`src/sv/utf8d_pkg.sv`:
```
`default_nettype none

package utf8d_pkg;

	localparam int unsigned CpW = 21;

	localparam logic [CpW-1:0] MapOffset = 21'h00D800;

	typedef struct packed {
		logic [1:0]     bytes_pending;
		logic [CpW-1:0] partial_value;
		logic           discarding;
	} dec_state_t;

	typedef struct packed {
		logic           valid;
		logic [CpW-1:0] code_point;
		logic           is_error;
		logic           end_of_string;
	} dec_result_t;

	function automatic logic is_symbol_char(input logic [7:0] b);
		logic r;
		r = ((b >= 8'h61) && (b <= 8'h7A)) ||
			((b >= 8'h41) && (b <= 8'h5A)) ||
			((b >= 8'h30) && (b <= 8'h39)) ||
			(b == 8'h24) || (b == 8'h5F);
		return r;
	endfunction

endpackage

`default_nettype wire

```
`src/sv/utf8d_step.sv`:
```
`default_nettype none

module utf8d_step (
	input  wire logic                  map_en,
	input  wire logic [7:0]            in_byte,
	input  wire logic                  last,
	input  wire utf8d_pkg::dec_state_t cur,
	output utf8d_pkg::dec_state_t      nxt,
	output utf8d_pkg::dec_result_t     res
);
	import utf8d_pkg::*;

	logic           fail;
	logic [CpW-1:0] shifted;

	assign shifted = {cur.partial_value[CpW-7:0], in_byte[5:0]};

	always_comb begin
		nxt  = cur;
		res  = '0;
		fail = 1'b0;
		res.end_of_string = last;
		if (cur.discarding) begin
			if (last) begin
				nxt.discarding = 1'b0;
			end
		end else if (cur.bytes_pending == 2'd0) begin
			if (!in_byte[7]) begin
				res.valid = 1'b1;
				if (map_en && !is_symbol_char(in_byte)) begin
					res.code_point = {{(CpW-8){1'b0}}, in_byte} + MapOffset;
				end else begin
					res.code_point = {{(CpW-8){1'b0}}, in_byte};
				end
			end else if (in_byte[7:6] == 2'b10) begin
				fail = 1'b1;
			end else if (in_byte[7:5] == 3'b110) begin
				nxt.bytes_pending = 2'd1;
				nxt.partial_value = {{(CpW-5){1'b0}}, in_byte[4:0]};
				fail = last;
			end else if (in_byte[7:4] == 4'b1110) begin
				nxt.bytes_pending = 2'd2;
				nxt.partial_value = {{(CpW-4){1'b0}}, in_byte[3:0]};
				fail = last;
			end else if (in_byte[7:3] == 5'b11110) begin
				nxt.bytes_pending = 2'd3;
				nxt.partial_value = {{(CpW-3){1'b0}}, in_byte[2:0]};
				fail = last;
			end else begin
				fail = 1'b1;
			end
		end else if (in_byte[7:6] != 2'b10) begin
			fail = 1'b1;
		end else begin
			nxt.bytes_pending = cur.bytes_pending - 2'd1;
			if (cur.bytes_pending == 2'd1) begin
				res.valid = 1'b1;
				res.code_point = shifted;
				nxt.partial_value = '0;
			end else begin
				nxt.partial_value = shifted;
				fail = last;
			end
		end

		if (fail) begin
			nxt.bytes_pending     = 2'd0;
			nxt.partial_value     = '0;
			nxt.discarding        = !last;
			res.valid             = 1'b1;
			res.code_point        = '0;
			res.is_error          = 1'b1;
			res.end_of_string     = 1'b1;
		end
	end

endmodule

`default_nettype wire

```
`src/sv/utf8_to_utf32_decoder.sv`:
```
`default_nettype none

// Channel   Direction  Handshake          Payload
// in        sink       in_valid/in_stall  in_byte, last_of_string
// out       source     out_valid/out_stall code_point, is_error, end_of_string
// config    sink       map_non_symbol_we  map_non_symbol
//
// Each request is taken into an input register and decoded from there into the result
// register once the output is free, so one byte per cycle is sustained while out_stall
// stays low. The decode state lives in a single register set.
// Reset clears the decode state, the mapping bit and both valid flags.
// While a result waits under out_stall, one more request is still taken and held.

module utf8_to_utf32_decoder (
	input  wire logic                     clk,
	input  wire logic                     arst_n,
	input  wire logic                     map_non_symbol_we,
	input  wire logic                     map_non_symbol,
	input  wire logic                     in_valid,
	output logic                          in_stall,
	input  wire logic [7:0]               in_byte,
	input  wire logic                     last_of_string,
	output logic                          out_valid,
	input  wire logic                     out_stall,
	output logic [utf8d_pkg::CpW-1:0]     code_point,
	output logic                          is_error,
	output logic                          end_of_string
);
	import utf8d_pkg::*;

	logic        map_q;
	logic        valid_s1;
	logic [7:0]  byte_s1;
	logic        last_s1;
	logic        adv;
	dec_state_t  state_q;
	dec_state_t  state_nxt;
	dec_result_t res;

	assign adv      = valid_s1 && (!out_valid || !out_stall);
	assign in_stall = valid_s1 && !adv;

	always_ff @(posedge clk or negedge arst_n) begin
		if (!arst_n) begin
			map_q <= 1'b0;
		end else if (map_non_symbol_we) begin
			map_q <= map_non_symbol;
		end
	end

	always_ff @(posedge clk or negedge arst_n) begin
		if (!arst_n) begin
			valid_s1 <= 1'b0;
		end else if (!in_stall) begin
			valid_s1 <= in_valid;
		end
	end

	always_ff @(posedge clk) begin
		if (in_valid && !in_stall) begin
			byte_s1 <= in_byte;
			last_s1 <= last_of_string;
		end
	end

	utf8d_step u_step (
		.map_en  (map_q),
		.in_byte (byte_s1),
		.last    (last_s1),
		.cur     (state_q),
		.nxt     (state_nxt),
		.res     (res)
	);

	always_ff @(posedge clk or negedge arst_n) begin
		if (!arst_n) begin
			state_q <= '0;
		end else if (adv) begin
			state_q <= state_nxt;
		end
	end

	always_ff @(posedge clk or negedge arst_n) begin
		if (!arst_n) begin
			out_valid <= 1'b0;
		end else if (adv && res.valid) begin
			out_valid <= 1'b1;
		end else if (!out_stall) begin
			out_valid <= 1'b0;
		end
	end

	always_ff @(posedge clk) begin
		if (adv && res.valid) begin
			code_point    <= res.code_point;
			is_error      <= res.is_error;
			end_of_string <= res.end_of_string;
		end
	end

endmodule

`default_nettype wire
```
`config.mk`:
```
export PLATFORM = sky130hd
export DESIGN_NAME = utf8_to_utf32_decoder
export DESIGN_NICKNAME = d
export VERILOG_FILES = /design/src/sv/utf8d_pkg.sv /design/src/sv/utf8d_step.sv /design/src/sv/utf8_to_utf32_decoder.sv
export SDC_FILE = /design/constraint.sdc
export NUM_CORES = 1
export LEC_CHECK = 0
export BUFFER_PORTS_ARGS = -buffer_cell sky130_fd_sc_hd__buf_2
export CAP_MARGIN = 25
export CORE_ASPECT_RATIO = 0.7
export CORE_MARGIN = 2
export CORE_UTILIZATION = 54
export DETAILED_ROUTE_END_ITERATION = 16
export PLACE_DENSITY = 0.78
export SYNTH_ARGS = -nofsm -noshare
export SYNTH_HDL_FRONTEND = slang
export SYNTH_SLANG_ARGS = --single-unit
export TNS_END_PERCENT = 100
```
`constraint.sdc`:
```
create_clock -name clk -period 3 [get_ports clk]
set_input_delay 0.15 -clock clk [delete_from_list [all_inputs] [get_ports clk]]
set_output_delay 0.15 -clock clk [all_outputs]
set_load 0.02 [all_outputs]
```
---- After elaboration in Yosys (flattened, before gate mapping) ----
Index checks and enable logic that the tools add are counted.
word-level totals
  register bits ........................... 53
  input port bits ......................... 15
  output and inout bits ................... 25
  logic and storage cells ................. 85
cells by class
  add/subtract/negate cells ............... 2
  magnitude comparators ................... 6
  equal/unequal tests ..................... 14
  muxes and demuxes ....................... 30
  reduce and logical (&&, ||, !) cells .... 22
operator list
  operator                 number
  $mux W23                 8
  $mux W22                 5
  $mux W24                 2
  $mux W21                 2
  $add A8 B16 Y17 const B  1
  $ge A8 B7 Y1 const B     2
  $le A8 B7 Y1 const B     2
  $mux W1                  13
  $eq A8 B6 Y1 const B     1
  $eq A8 B7 Y1 const B     1
  $ge A8 B6 Y1 const B     1
  $le A8 B6 Y1 const B     1
  $logic_and A1 B1 Y1      8
  $logic_not A1 Y1         6
  $ne A3 B2 Y1 const B     2
  $reduce_and A6 Y1        1
  $eq A5 B5 Y1 const B     1
  $logic_or A1 B1 Y1       5
  $ne A5 B4 Y1 const B     1
  $eq A4 B4 Y1 const B     1
  $ne A2 B1 Y1 const B     2
  $eq A3 B3 Y1 const B     1
  $ne A3 B1 Y1 const B     1
  $eq A2 B1 Y1 const B     1
  other kinds (5)          5

---- Longest topological paths before layout ----
Gate-level depths: netlist (run 1).
  depth in word-level cells ............... 15
  gate-level depth with buffers ........... 6
  depth with buffers taken out ............ 5

---- Cells and area by module ----
A second synthesis (run 1) with hierarchy kept.
unflattened totals
  cells, all modules ...................... 250
  area total of the unflattened synthesis .. 3012.9 sq um
modules (own cells, without submodules)
  module                 times used  cells each  area each (sq um)  sequential area each (sq um)
  utf8_to_utf32_decoder  1           95          2000.7             1636.6
  utf8d_step             1           155         1012.2             0.0

---- Worst setup path after synthesis (run 1) ----
Ideal clock, no wire load.
  path type ............................... register to register
  start ................................... reg byte_s1[7]
  end ..................................... reg code_point[0] in the netlist's numbering (enable)
  library setup time ...................... 403 ps
  arrival time ............................ 1985 ps
  data required time ...................... 2597 ps
  slack ................................... 612 ps
  stages on the path, launching flop included .. 6
  path buffers ............................ 0
  period minus slack after synthesis ...... 2388 ps
  cells stage by stage .................... edfxtp_1 > nand2b_4 > nor2_1 > o21ai_1 > nor2_1 > nor2_1
between the ends
  word-level cells in the longest chain between the ends .. 10
  elaborated cells between the ends (all ways) .. 19
  classes of those cells .................. eq/ne (5); mux (13); reduce/logical (1)
ends and longest elaborated chain
  what                      RTL line                     source
  start: declaration        utf8_to_utf32_decoder.sv:33  logic [7:0] byte_s1;
  start signal: assignment  utf8_to_utf32_decoder.sv:61  byte_s1 <= in_byte;
  $eq A5 B5 Y1              utf8d_step.sv:45             end else if (in_byte[7:3] == 5'b11110) begin
  $mux W1                   utf8d_step.sv:45
  $mux W1                   utf8d_step.sv:41             end else if (in_byte[7:4] == 4'b1110) begin
  $mux W1                   utf8d_step.sv:37             end else if (in_byte[7:5] == 3'b110) begin
  $mux W1                   utf8d_step.sv:35             end else if (in_byte[7:6] == 2'b10) begin
  $mux W1                   utf8d_step.sv:28             if (!in_byte[7]) begin
  $mux W1                   utf8d_step.sv:27             end else if (cur.bytes_pending == 2'd0) begin
  $mux W1                   utf8d_step.sv:23             if (cur.discarding) begin
  $mux W24 *                utf8d_step.sv:66             if (fail) begin
  $logic_and A1 B1 Y1 *     utf8_to_utf32_decoder.sv:94  if (adv && res.valid) begin
  end signal: assignment    utf8_to_utf32_decoder.sv:95  code_point <= res.code_point;
  end: declaration          utf8_to_utf32_decoder.sv:25  output logic [utf8d_pkg::CpW-1:0] code_point,
Mark *: on every way between the ends. The rest lies on a longest branch, timed or not.
A chain may end at the register's enable or synchronous reset.

---- Worst setup path in the final report (run 1) ----
  start ................................... reg state_q[22] in the netlist's numbering
  end ..................................... reg code_point[11] in the netlist's numbering (enable)
between the ends
  word-level cells in the longest chain between the ends .. 7
  elaborated cells between the ends (all ways) .. 12
  classes of those cells .................. eq/ne (1); mux (9); reduce/logical (2)
ends and longest elaborated chain
  what                                        RTL line                     source
  start: declaration                          utf8_to_utf32_decoder.sv:36  dec_state_t state_q;
  start signal: assignment                    utf8_to_utf32_decoder.sv:79  state_q <= state_nxt;
  $eq A2 B1 Y1                                utf8d_step.sv:56             if (cur.bytes_pending == 2'd1) begin
  $mux W22 / $mux W1 (equally long branches)  utf8d_step.sv:56
  $mux W22 / $mux W1 (equally long branches)  utf8d_step.sv:52             end else if (in_byte[7:6] != 2'b10) begin
  $mux W22 / $mux W1 (equally long branches)  utf8d_step.sv:27
  $mux W22 / $mux W1 (equally long branches)  utf8d_step.sv:23
  $mux W24 *                                  utf8d_step.sv:66
  $logic_and A1 B1 Y1 *                       utf8_to_utf32_decoder.sv:94
Marks and branches as above.

==> results of run 1 <==
[path summary, 6_finish.rpt]
| check | end | slack, ps |
|---|---|---|
| worst max-delay path | code_point[11] | 910 |
| worst max register to register | code_point[11] | 910 |
| worst min-delay path | byte_s1[0] | 10 |
| min in group asynchronous | valid_s1 | 320 |
| worst min register to register | state_q[13] | 510 |
| max in group asynchronous | state_q[14] | 2360 |
[final cells by class]
type                       count  area, um2
fill                         299       1310
clock buffer                   6       82.6
inverter                       4       15.0
multi-input combinational    103        704
timing repair buffer          42        223
sequential                    53       1490
tap                           52       65.1
clock inverter                 2       36.3
[cell usage after synthesis (2+ instances only)]
master	instances
and3_1	3
inv_1	2
a31oi_1	2
inv_2	2
o21ai_0	5
nand2_1	10
nor2_1	9
nand2b_1	3
a22o_1	10
dfrtp_1	21
and2_1	18
nand3_1	3
a32o_1	3
o21ai_1	4
nor3_1	3
a21oi_1	8
edfxtp_1	32
clkbuf_1	3
a311o_1	2
[per-stage QoR]
step | hold WS [ps] | worst slack (ps) | power [W] | instances | util (%)
CTS | 12.0 | 908 | 0.00219 | 261 | 66.3
detailed placement | 123 | 920 | 0.00169 | 252 | 63.1
global placement | 117 | 968 | 0.00168 | 252 | 63.1
floorplan | -146 | 612 | 0.00149 | 163 | -
finish | 14.2 | 910 | 0.00218 | 262 | 66.6
global route | 2.63 | 751 | 0.00229 | 262 | 66.6
[registers in the layout (all words and copies together), names as in the netlist]
signal,count
end_of_string,1
map_q,1
code_point,21
last_s1,1
valid_s1,1
state_q,18
is_error,1
byte_s1,8
out_valid,1
[power groups by stage]
| stage | Clock [W] | Combinational [W] | Sequential (W) |
|---|---|---|---|
| 5_1_grt | 0.000536 | 0.000660 | 0.00110 |
| 6_report | 0.000499 | 0.000601 | 0.00108 |
| 2_1_floorplan | 0 | 0.000313 | 0.00118 |
| 3_5_place_dp | 0 | 0.000599 | 0.00109 |
| 3_3_place_gp | 0 | 0.000595 | 0.00108 |
| 4_1_cts | 0.000508 | 0.000603 | 0.00108 |
[worst register-to-register path: stages (launching register included)]
cell and delay (ps):
dfrtp_1 540, nor2_1 340, o311ai_2 180, o21ai_1 180
nor2_1 110, nor2_2 90, buf_4 310
[kinds of logic (layout without fill, tap and decap cells)]
family	Yosys count	in the layout	share of synthesized area, %
simple gates	58	58	16.0
flops	53	53	67.1
compound gates	44	44	15.2
buf+inv	7	54	1.19
mux	1	1	0.508
[cell usage in the layout, fill, tap and decap left out, types with 2 or more instances in the layout]
master	n
nor2_1	8
nor3_1	3
o21ai_0	5
buf_2	39
a21oi_1	8
a311o_1	2
dlygate4sd3_1	2
edfxtp_1	32
nand3_1	3
inv_1	2
o21ai_1	4
a32o_1	3
and3_1	3
clkbuf_8	6
a31oi_1	2
nand2_1	10
inv_2	2
a22o_1	10
dfrtp_1	21
nand2b_1	3
and2_1	18
[routing by layer]
layer | track usage (%) | vias to the layer above | part of all wire (%)
li1 | - | 705 | -
met1 | 31.6 | 756 | 48
met2 | 29.9 | 49 | 46
met3 | 4.75 | 4 | 5.4
met4 | 4.36 | 0 | 0.82
met5 | 0 | - | 0
==> impl_results.md, run 1 <==
- Critical-path top delay cell: dfrtp_1
- Tightest Pin Transition: 601 ps
- Clk sinks: 53
- Grt ovf: 0
- Max capacitance violation total: 0
- Setup bufs post-CTS: 0
- Worst setup SP type: flop
- Worst slew margin: 59.8%
- Total GRT Usage: 20.4%
- Clock root buffer: clkbuf_8
- Switching share of power: 34.0%
- Post-synthesis cell count: 163
- WL final: 4290 um
- Final setup vio count: 0
- HP Class: primary input to flop
- Slowest Stage Delay on Critical Path: 540 ps
- Fin Clk Skew: 9.32 ps
- DRC violations left: 0
- Int Power: 0.00144 W
- Data required, critical path: 2980 ps
- Reg-to-Reg Start: state_q[22]
- Top delay family on crit path: flip-flops
- Vias after detailed routing: 1514
- Post-route ant nets: 0
- Io pins: 40
- Highest clock rate: 0.478 GHz
- Via density: 5.78
- Chip height: 57.6 um
- Min Tclk post-route: 2090 ps
- Yosys warns: 0
- Crit path DAT: 2070 ps
- Cell type with the highest aggregate area in the netlist: edfxtp_1
- CTS Hold Buffers Added: 1
- First-pass GRT wire length: 7010 um
- Tcrit/Tclk final: 69.7%
- Port bufs: 39
- Synth-to-Final Area Change: 18.0%
- DR WL/cell: 16.4 um
- Most frequent cell on the critical path: nor2_1
- Flop pwr share: 49.5%
- CP cell instances: nor2_1 > o311ai_2 > o21ai_1 > nor2_1 > nor2_2 > buf_4
- Die ar.: 4640 um2
- Hold path cells: 1
- Initial core utilization: 56.5%
- Vias in the first global route: 1383
- Post-synth EDFFs: 32
- Crit-path max FO: 23
- Die width: 80.5 um
- Sequential area share after synthesis: 67.1%
- Cell Area, Placed: 2470 um2
- WP depth: 6
- Worst Setup SP: state_q[22]
- Final Hold Fails: 0
- Status: finished, final reports clean
- Dominant cells by area after synthesis: edfxtp_1, dfrtp_1, and2_1
- Power Density: 833 nW/um2
- Antenna Cells: 0
- Mean Syn Cell Area: 13.6 um2
- H-tree level count: 2
- Core area: 3920 um2
- Setup CP Type: flop to flop
- Worst-skew pair later-pin latency: 300 ps
- Initial drt markers: 120
- Number of gates resized after cts: 0
- Top cell type's share of synthesized area: 43.4%
- # rows: 19
- Mapped Nets: 178
- DP HPWL: 3080 um
- Slew Viols, Final: 0
- Final net count: 224
- Worst Hold Launch: in_byte[0]
- Psw: 0.000740 W
- Clk buf depth: 2
- Post-route design area: 2610 um2
- Largest net degree at the start of global routing: 24
- Combinational power share: 27.6%
- Post-Syn Area: 2210 um2
- Setup TNS: 0 ps
- Gp weighted congestion: 0.856
- Clock group share of total power: 22.9%
- Layout cells sized above 1: 29.0%
- Async SR Flop Fraction: 39.6%
- Unique masters post-synth: 39
- Synth Register Bits: 53
- LEAKAGE: 1.08 nW
- TritonCTS Buffers: 5
- FF-to-FF path depth: 6
- CTS tree: yes
- Most used DFF post-synth: edfxtp_1
- Clock transition at path regs: 100 ps
- CP Capture Type: flop
- Unrepaired setup endpoints after global routing: no
- CP bufs+invs: 1
- Peak VDD IR: 530 uV
- Antenna violations before repair: 0
- First-pass DRT Iterations: 4
Power figures use the tool's default switching activity.
==> run 2: changes to the inputs <==
--- a/config.mk
+++ b/config.mk
@@ -5,11 +5,12 @@
 export SDC_FILE = /design/constraint.sdc
 export NUM_CORES = 1
 export LEC_CHECK = 0
+export ABC_AREA = 1
 export BUFFER_PORTS_ARGS = -buffer_cell sky130_fd_sc_hd__buf_2
 export CAP_MARGIN = 25
 export CORE_ASPECT_RATIO = 0.7
 export CORE_MARGIN = 2
-export CORE_UTILIZATION = 54
+export CORE_UTILIZATION = 55
 export DETAILED_ROUTE_END_ITERATION = 16
 export PLACE_DENSITY = 0.78
 export SYNTH_ARGS = -nofsm -noshare
==> constraint.sdc (replaced) <==
create_clock -name clk -period 2 [get_ports clk]
set_input_delay 0.1 -clock clk [delete_from_list [all_inputs] [get_ports clk]]
set_output_delay 0.1 -clock clk [all_outputs]
set_load 0.02 [all_outputs]
==> impl_results.md, run 2 <==
- Status: finished, final reports clean
- Cell Area, Placed: 2670 um2 (+7.9%)
- Vias in the first global route: 1787 (+29%)
- DR WL/cell: 13.4 um (-18%)
- Initial drt markers: 140 (+17%)
- Crit-path max FO: 23 (unchanged)
- Slew Viols, Final: 0 (unchanged)
- DRC violations left: 0 (unchanged)
- Sequential area share after synthesis: 61.7% (-5.4 points)
- Clock transition at path regs: 90 ps (about the same)
- HP Class: primary input to flop
- Largest net degree at the start of global routing: 24 (unchanged)
- Tightest Pin Transition: 492 ps (-108 ps)
- CP Capture Type: flop
- Final setup vio count: 0 (unchanged)
- Clk buf depth: 2 (unchanged)
- Yosys warns: 0 (unchanged)
- Place WS: 199 ps (-721 ps)
- Data required, critical path: 2080 ps (-900 ps)
- Chip height: 59.4 um (+3.1%)
- Final Hold Fails: 0 (unchanged)
- Mean Syn Cell Area: 9.64 um2 (-29%)
- H-tree level count: 2 (unchanged)
- Post-synth EDFFs: 32 (unchanged)
- Clk sinks: 53 (unchanged)
- Commonest non-fill, non-tap cell in the layout: nand2_1
- Worst slew margin: 67.2% (+7.4 points)
- Post-route ant nets: 0 (unchanged)
- Max reg flops: 21 (unchanged)
- Port bufs: 39 (unchanged)
- Io pins: 40 (unchanged)
- Setup CP Type: flop to flop
- Antenna Cells: 0 (unchanged)
- Grt ovf: 0 (unchanged)
- Power Density: 1270 nW/um2 (+53%)
- DP HPWL: 3290 um (+6.8%)
- Dominant cells by area after synthesis: edfxtp_1, dfrtp_1, nand2_1
- Antenna violations before repair: 0 (unchanged)
- Highest clock rate: 0.531 GHz (+11%)
- Vias after detailed routing: 1845 (+22%)
- Final net count: 321 (+43%)
- Peak VDD IR: 1080 uV (+100%)
- Regs by FF count: code_point: 21 flops, state_q: 18 flops, byte_s1: 8 flops
- Core area: 4280 um2 (+9.1%)
- Filler cell count: 340 (+14%)
- Gp weighted congestion: 0.900 (+5.2%)
- Setup bufs post-CTS: 0 (unchanged)
- Die width: 83.1 um (+3.2%)
- Post-route design area: 2920 um2 (+12%)
- First-pass GRT wire length: 8240 um (+18%)
- Fin Clk Skew: 10.6 ps (+1.28 ps)
- Cell type with the highest aggregate area in the netlist: edfxtp_1
- Die ar.: 4940 um2 (+6.4%)
- Top cell type's share of synthesized area: 39.9% (-3.5 points)
- Max capacitance violation total: 0 (unchanged)
- Worst-skew pair later-pin latency: 320 ps (+20 ps)
- TritonCTS Buffers: 5 (unchanged)
- Biggest register: code_point
- Number of gates resized after cts: 0 (unchanged)
- WL final: 4850 um (+13%)
- Unique masters post-synth: 26 (-33%)
- Most frequent cells in the layout: nand2_1, buf_2, edfxtp_1
- Async SR Flop Fraction: 39.6% (unchanged)
- Mapped Nets: 265 (+49%)
- Clock root buffer: clkbuf_8
- Initial core utilization: 56.3% (-0.14 points)
- First-pass DRT Iterations: 4 (unchanged)
- # rows: 20 (+1)
- Synth-to-Final Area Change: 21.1%
- CTS tree: yes
- Setup TNS: 0 ps (unchanged)
- Count leader, synth: nand2_1
- Hold_ws: 65.4 ps (+51.2 ps)
- Top post-synthesis cells by count: nand2_1, edfxtp_1, nor2_1
- CTS Hold Buffers Added: 13 (+12)
- Crit path DAT: 1960 ps (-110 ps)
- Post-Syn Area: 2410 um2 (+8.8%)
- Tcrit/Tclk final: 94.1% (+24 points)
- Post-synthesis cell count: 250 (+53%)
- Setup slack after layout: 118 ps (-792 ps)
- LEAKAGE: 1.36 nW (+25%)
- Worst setup SP type: flop
- Most used DFF post-synth: edfxtp_1
- Via density: 5.10 (-12%)
- Layout cells sized above 1: 22.8% (-6.2 points)
- Total GRT Usage: 21.9% (+1.5 points)
- Unrepaired setup endpoints after global routing: no
- Min Tclk post-route: 1880 ps (-208 ps)
- Synth Register Bits: 53 (unchanged)
[run 2: cell count changes in the layout (fill, tap and decap cells not counted), sizes merged, moves of 4 or more]
cell / previous run / this run
nand2: 10 / 89
inv: 5 / 24
and2: 18 / 0
nor2: 9 / 25
dlygate4sd3: 2 / 13
nand3b: 0 / 11
a22o: 10 / 0
nand3: 3 / 12
buf: 40 / 45
nand2b: 4 / 0
[run 2: cell type report]
cell class / count / area, um2 / share of cell area [%]
clock buffers: 6 / 82.6 / 2.83
well taps: 55 / 68.8 / 2.36
inverters: 25 / 93.8 / 3.21
flip-flops and latches: 53 / 1490 / 50.9
repair buffers: 58 / 383 / 13.1
multi-input cells: 163 / 767 / 26.3
clock inverters: 2 / 37.5 / 1.29
[run 2: through the flow]
| stage | instances | utilization, % | power, W |
|---|---|---|---|
| 6_report | 362 | 68.2 | 0.00372 |
| 5_1_grt | 362 | 68.2 | 0.00394 |
| 4_1_cts | 362 | 68.2 | 0.00374 |
| 3_5_place_dp | 341 | 62.4 | 0.00296 |
| 3_3_place_gp | 341 | 62.4 | 0.00292 |
| 2_1_floorplan | 250 | - | 0.00257 |
[run 2: final timing paths]
path | startpoint | endpoint | slack, ps | depth (start not counted)
worst max-delay path | state_q[23] | end_of_string | 120 | 8
worst max register to register | state_q[23] | end_of_string | 120 | 8
worst min register to register | state_q[11] | state_q[11] | 490 | 2
max in group asynchronous | arst_n | state_q[23] | 1390 | 2
min in group asynchronous | arst_n | state_q[14] | 270 | 2
worst min-delay path | out_stall | out_valid | 70 | 3
[run 2: where the power goes]
part	switching [W]	internal, W
Combinational	0.000911	0.000409
Clock	0.000358	0.000407
Sequential	0.000153	0.00148
[run 2: cells by family after synthesis]
logic type	count (synthesis)	share of synthesized area (%)
compound gates	18	4.62
buf+inv	34	6.49
flops	53	61.7
simple gates	145	27.2
[run 2: layer usage]
layer | global-route usage (%) | routed length, um
met3 | 6.27 | 321
met4 | 8.20 | 60
met5 | 0 | 0
met1 | 28.9 | 2240
met2 | 35.3 | 2230
[run 2: critical path, cell delays in order, from the launching register on]
cell	delay, ps
dfrtp_1	530
inv_2	90
nand2_2	130
nor2_1	50
inv_1	140
nand2_1	120
o21ai_0	280
inv_1	120
buf_12	180
==> run 3: changes to the inputs <==
--- a/config.mk
+++ b/config.mk
@@ -5,12 +5,11 @@
 export SDC_FILE = /design/constraint.sdc
 export NUM_CORES = 1
 export LEC_CHECK = 0
-export ABC_AREA = 1
 export BUFFER_PORTS_ARGS = -buffer_cell sky130_fd_sc_hd__buf_2
 export CAP_MARGIN = 25
 export CORE_ASPECT_RATIO = 0.7
 export CORE_MARGIN = 2
-export CORE_UTILIZATION = 55
+export CORE_UTILIZATION = 54
 export DETAILED_ROUTE_END_ITERATION = 16
 export PLACE_DENSITY = 0.78
 export SYNTH_ARGS = -nofsm -noshare
==> impl_results.md, run 3 (synthesis gave the netlist of run 1 again) <==
- Status: finished, final reports clean
- Vias after detailed routing: 1605 (-13%)
- Via density: 5.57 (+9.3%)
- DP HPWL: 3330 um (+1.1%)
- Grt ovf: 0 (unchanged)
- CP Capture Type: flop
- Antenna violations before repair: 0 (unchanged)
- Final setup vio count: 0 (unchanged)
- TritonCTS Buffers: 5 (unchanged)
- Critical-path top delay cell: edfxtp_1
- Clock root buffer: clkbuf_8
- First-pass DRT Iterations: 4 (unchanged)
- Most frequent cells in the layout: buf_2, edfxtp_1, dfrtp_1
- Power Density: 1200 nW/um2 (-5.9%)
- Setup CP Type: flop to flop
- Gp weighted congestion: 0.891 (-1.0%)
- Slowest Stage Delay on Critical Path: 510 ps (-20 ps)
- Post-route ant nets: 0 (unchanged)
- Total GRT Usage: 22.5% (+0.67 points)
- Layout cells sized above 1: 33.5% (+11 points)
- Die width: 80.5 um (-3.1%)
- Worst slew margin: 67.5% (+0.29 points)
- Peak VDD IR: 721 uV (-33%)
- Clk sinks: 53 (unchanged)
- Min Tclk post-route: 1900 ps (+21.8 ps)
- Crit path DAT: 1970 ps (about the same)
- CTS tree: yes
- Core area: 3920 um2 (-8.3%)
- Worst-skew pair later-pin latency: 300 ps (-20 ps)
- Unrepaired setup endpoints after global routing: no
- Setup TNS: 0 ps (unchanged)
- Tightest Pin Transition: 488 ps (-4.29 ps)
- Slew Viols, Final: 0 (unchanged)
- Port bufs: 39 (unchanged)
- Biggest register: code_point
- CP cell instances: inv_2 > o311ai_2 > o21ai_1 > buf_4 > and2_1 > or2_1
- Largest net degree at the start of global routing: 24 (unchanged)
- Vias in the first global route: 1626 (-9.0%)
- Max capacitance violation total: 0 (unchanged)
- WL final: 4770 um (-1.8%)
- DRC violations left: 0 (unchanged)
- Initial drt markers: 114 (-19%)
- LEAKAGE: 1.20 nW (-12%)
- Tcrit/Tclk final: 95.2% (+1.1 points)
- Chip height: 57.6 um (-3.0%)
- Die ar.: 4640 um2 (-6.0%)
- Final Hold Fails: 0 (unchanged)
- Filler cell count: 265 (-22%)
- Initial core utilization: 56.5% (+0.14 points)
- H-tree level count: 2 (unchanged)
- Commonest non-fill, non-tap cell in the layout: buf_2
- Clk buf depth: 2 (unchanged)
- Antenna Cells: 0 (unchanged)
- Data required, critical path: 2060 ps (-20 ps)
- Clock transition at path regs: 90 ps (about the same)
- First-pass GRT wire length: 7750 um (-5.9%)
- Highest clock rate: 0.525 GHz (-1.1%)
- Pwr Total: 0.00340 W (-8.7%)
- Hold_ws: 41.6 ps (-23.8 ps)
- # rows: 19 (-5.0%)
- Max reg flops: 21 (unchanged)
- Crit-path max FO: 7 (-70%)
- Worst setup SP type: flop
- Regs by FF count: code_point: 21 flops, state_q: 18 flops, byte_s1: 8 flops
- Fin Clk Skew: 8.34 ps (-2.26 ps)
- Io pins: 40 (unchanged)
- Synth-to-Final Area Change: 28.0%
- DR WL/cell: 16.5 um (+23%)
- HP Class: primary input to flop
- Final net count: 250 (-22%)
[run 3: cell types whose count changed in the layout (fill, tap and decap cells not counted), moves of 4 or more]
cell      change
a22o_1       +10
and2_1       +18
buf_4        +12
inv_1        -19
nand2_1      -74
nand2_2       -4
nand3_1       -8
nand3b_1     -11
nor2_1       -17
[run 3: power breakdown]
part	total, W	switching, W	internal, W
logic	0.00113	0.000725	0.000406
registers	0.00156	0.000113	0.00145
clock network	0.000704	0.000332	0.000372
[run 3: what timing repair did]
action | 4_1_cts | 5_1_grt
buffers inserted | 0 | 1
hold endpoints to repair | 31 | 0
setup endpoints to repair | 0 | 32
hold buffers | 11 | 0
resized for setup | 0 | 3
[run 3: layout make-up]
class                   instances  area, um2  share of cell area, %
flip-flops and latches         53       1490                   52.5
multi-input cells             104        727                   25.7
repair buffers                 67        433                   15.3
clock buffers                   6       72.6                   2.56
well taps                      52       65.1                   2.30
clock inverters                 2       35.0                   1.24
inverters                       4       15.0                  0.530
[run 3: path summary, 6_finish.rpt]
| path | from | to | slack [ps] | cells after the start |
|---|---|---|---|---|
| worst max-delay path | byte_s1[6] | end_of_string | 100 | 6 |
| worst min-delay path | map_non_symbol | map_q | 40 | 2 |
| worst max register to register | byte_s1[6] | end_of_string | 100 | 6 |
| worst min register to register | state_q[12] | state_q[12] | 500 | 1 |
| max in group asynchronous | arst_n | state_q[2] | 1370 | 2 |
| min in group asynchronous | arst_n | state_q[1] | 300 | 2 |
[run 3: through the flow]
| step | cells | utilization, % | setup WS, ps | area, um2 |
|---|---|---|---|---|
| 2_1_floorplan | 163 | - | 146 | 2220 |
| 3_3_place_gp | 267 | 66.1 | 114 | 2590 |
| 3_5_place_dp | 267 | 66.1 | 68.7 | 2590 |
| 4_1_cts | 286 | 71.6 | 44.9 | 2810 |
| 5_1_grt | 288 | 72.2 | 24.0 | 2830 |
| 6_report | 288 | 72.2 | 96.0 | 2830 |
[run 3: worst max-delay path, delay by kind of cell, from the launching register on]
kind | cells | cell delay [ps]
simple gates | 2 | 360
flops | 1 | 510
compound gates | 2 | 550
buf+inv | 2 | 260
[run 3: metal layers]
layer	vias to the layer above	wire length [um]	global-route usage [%]
met4	0	80	7.51
met2	59	2280	35.2
li1	764	-	-
met1	769	2070	32.2
met5	-	0	0
met3	13	340	4.59
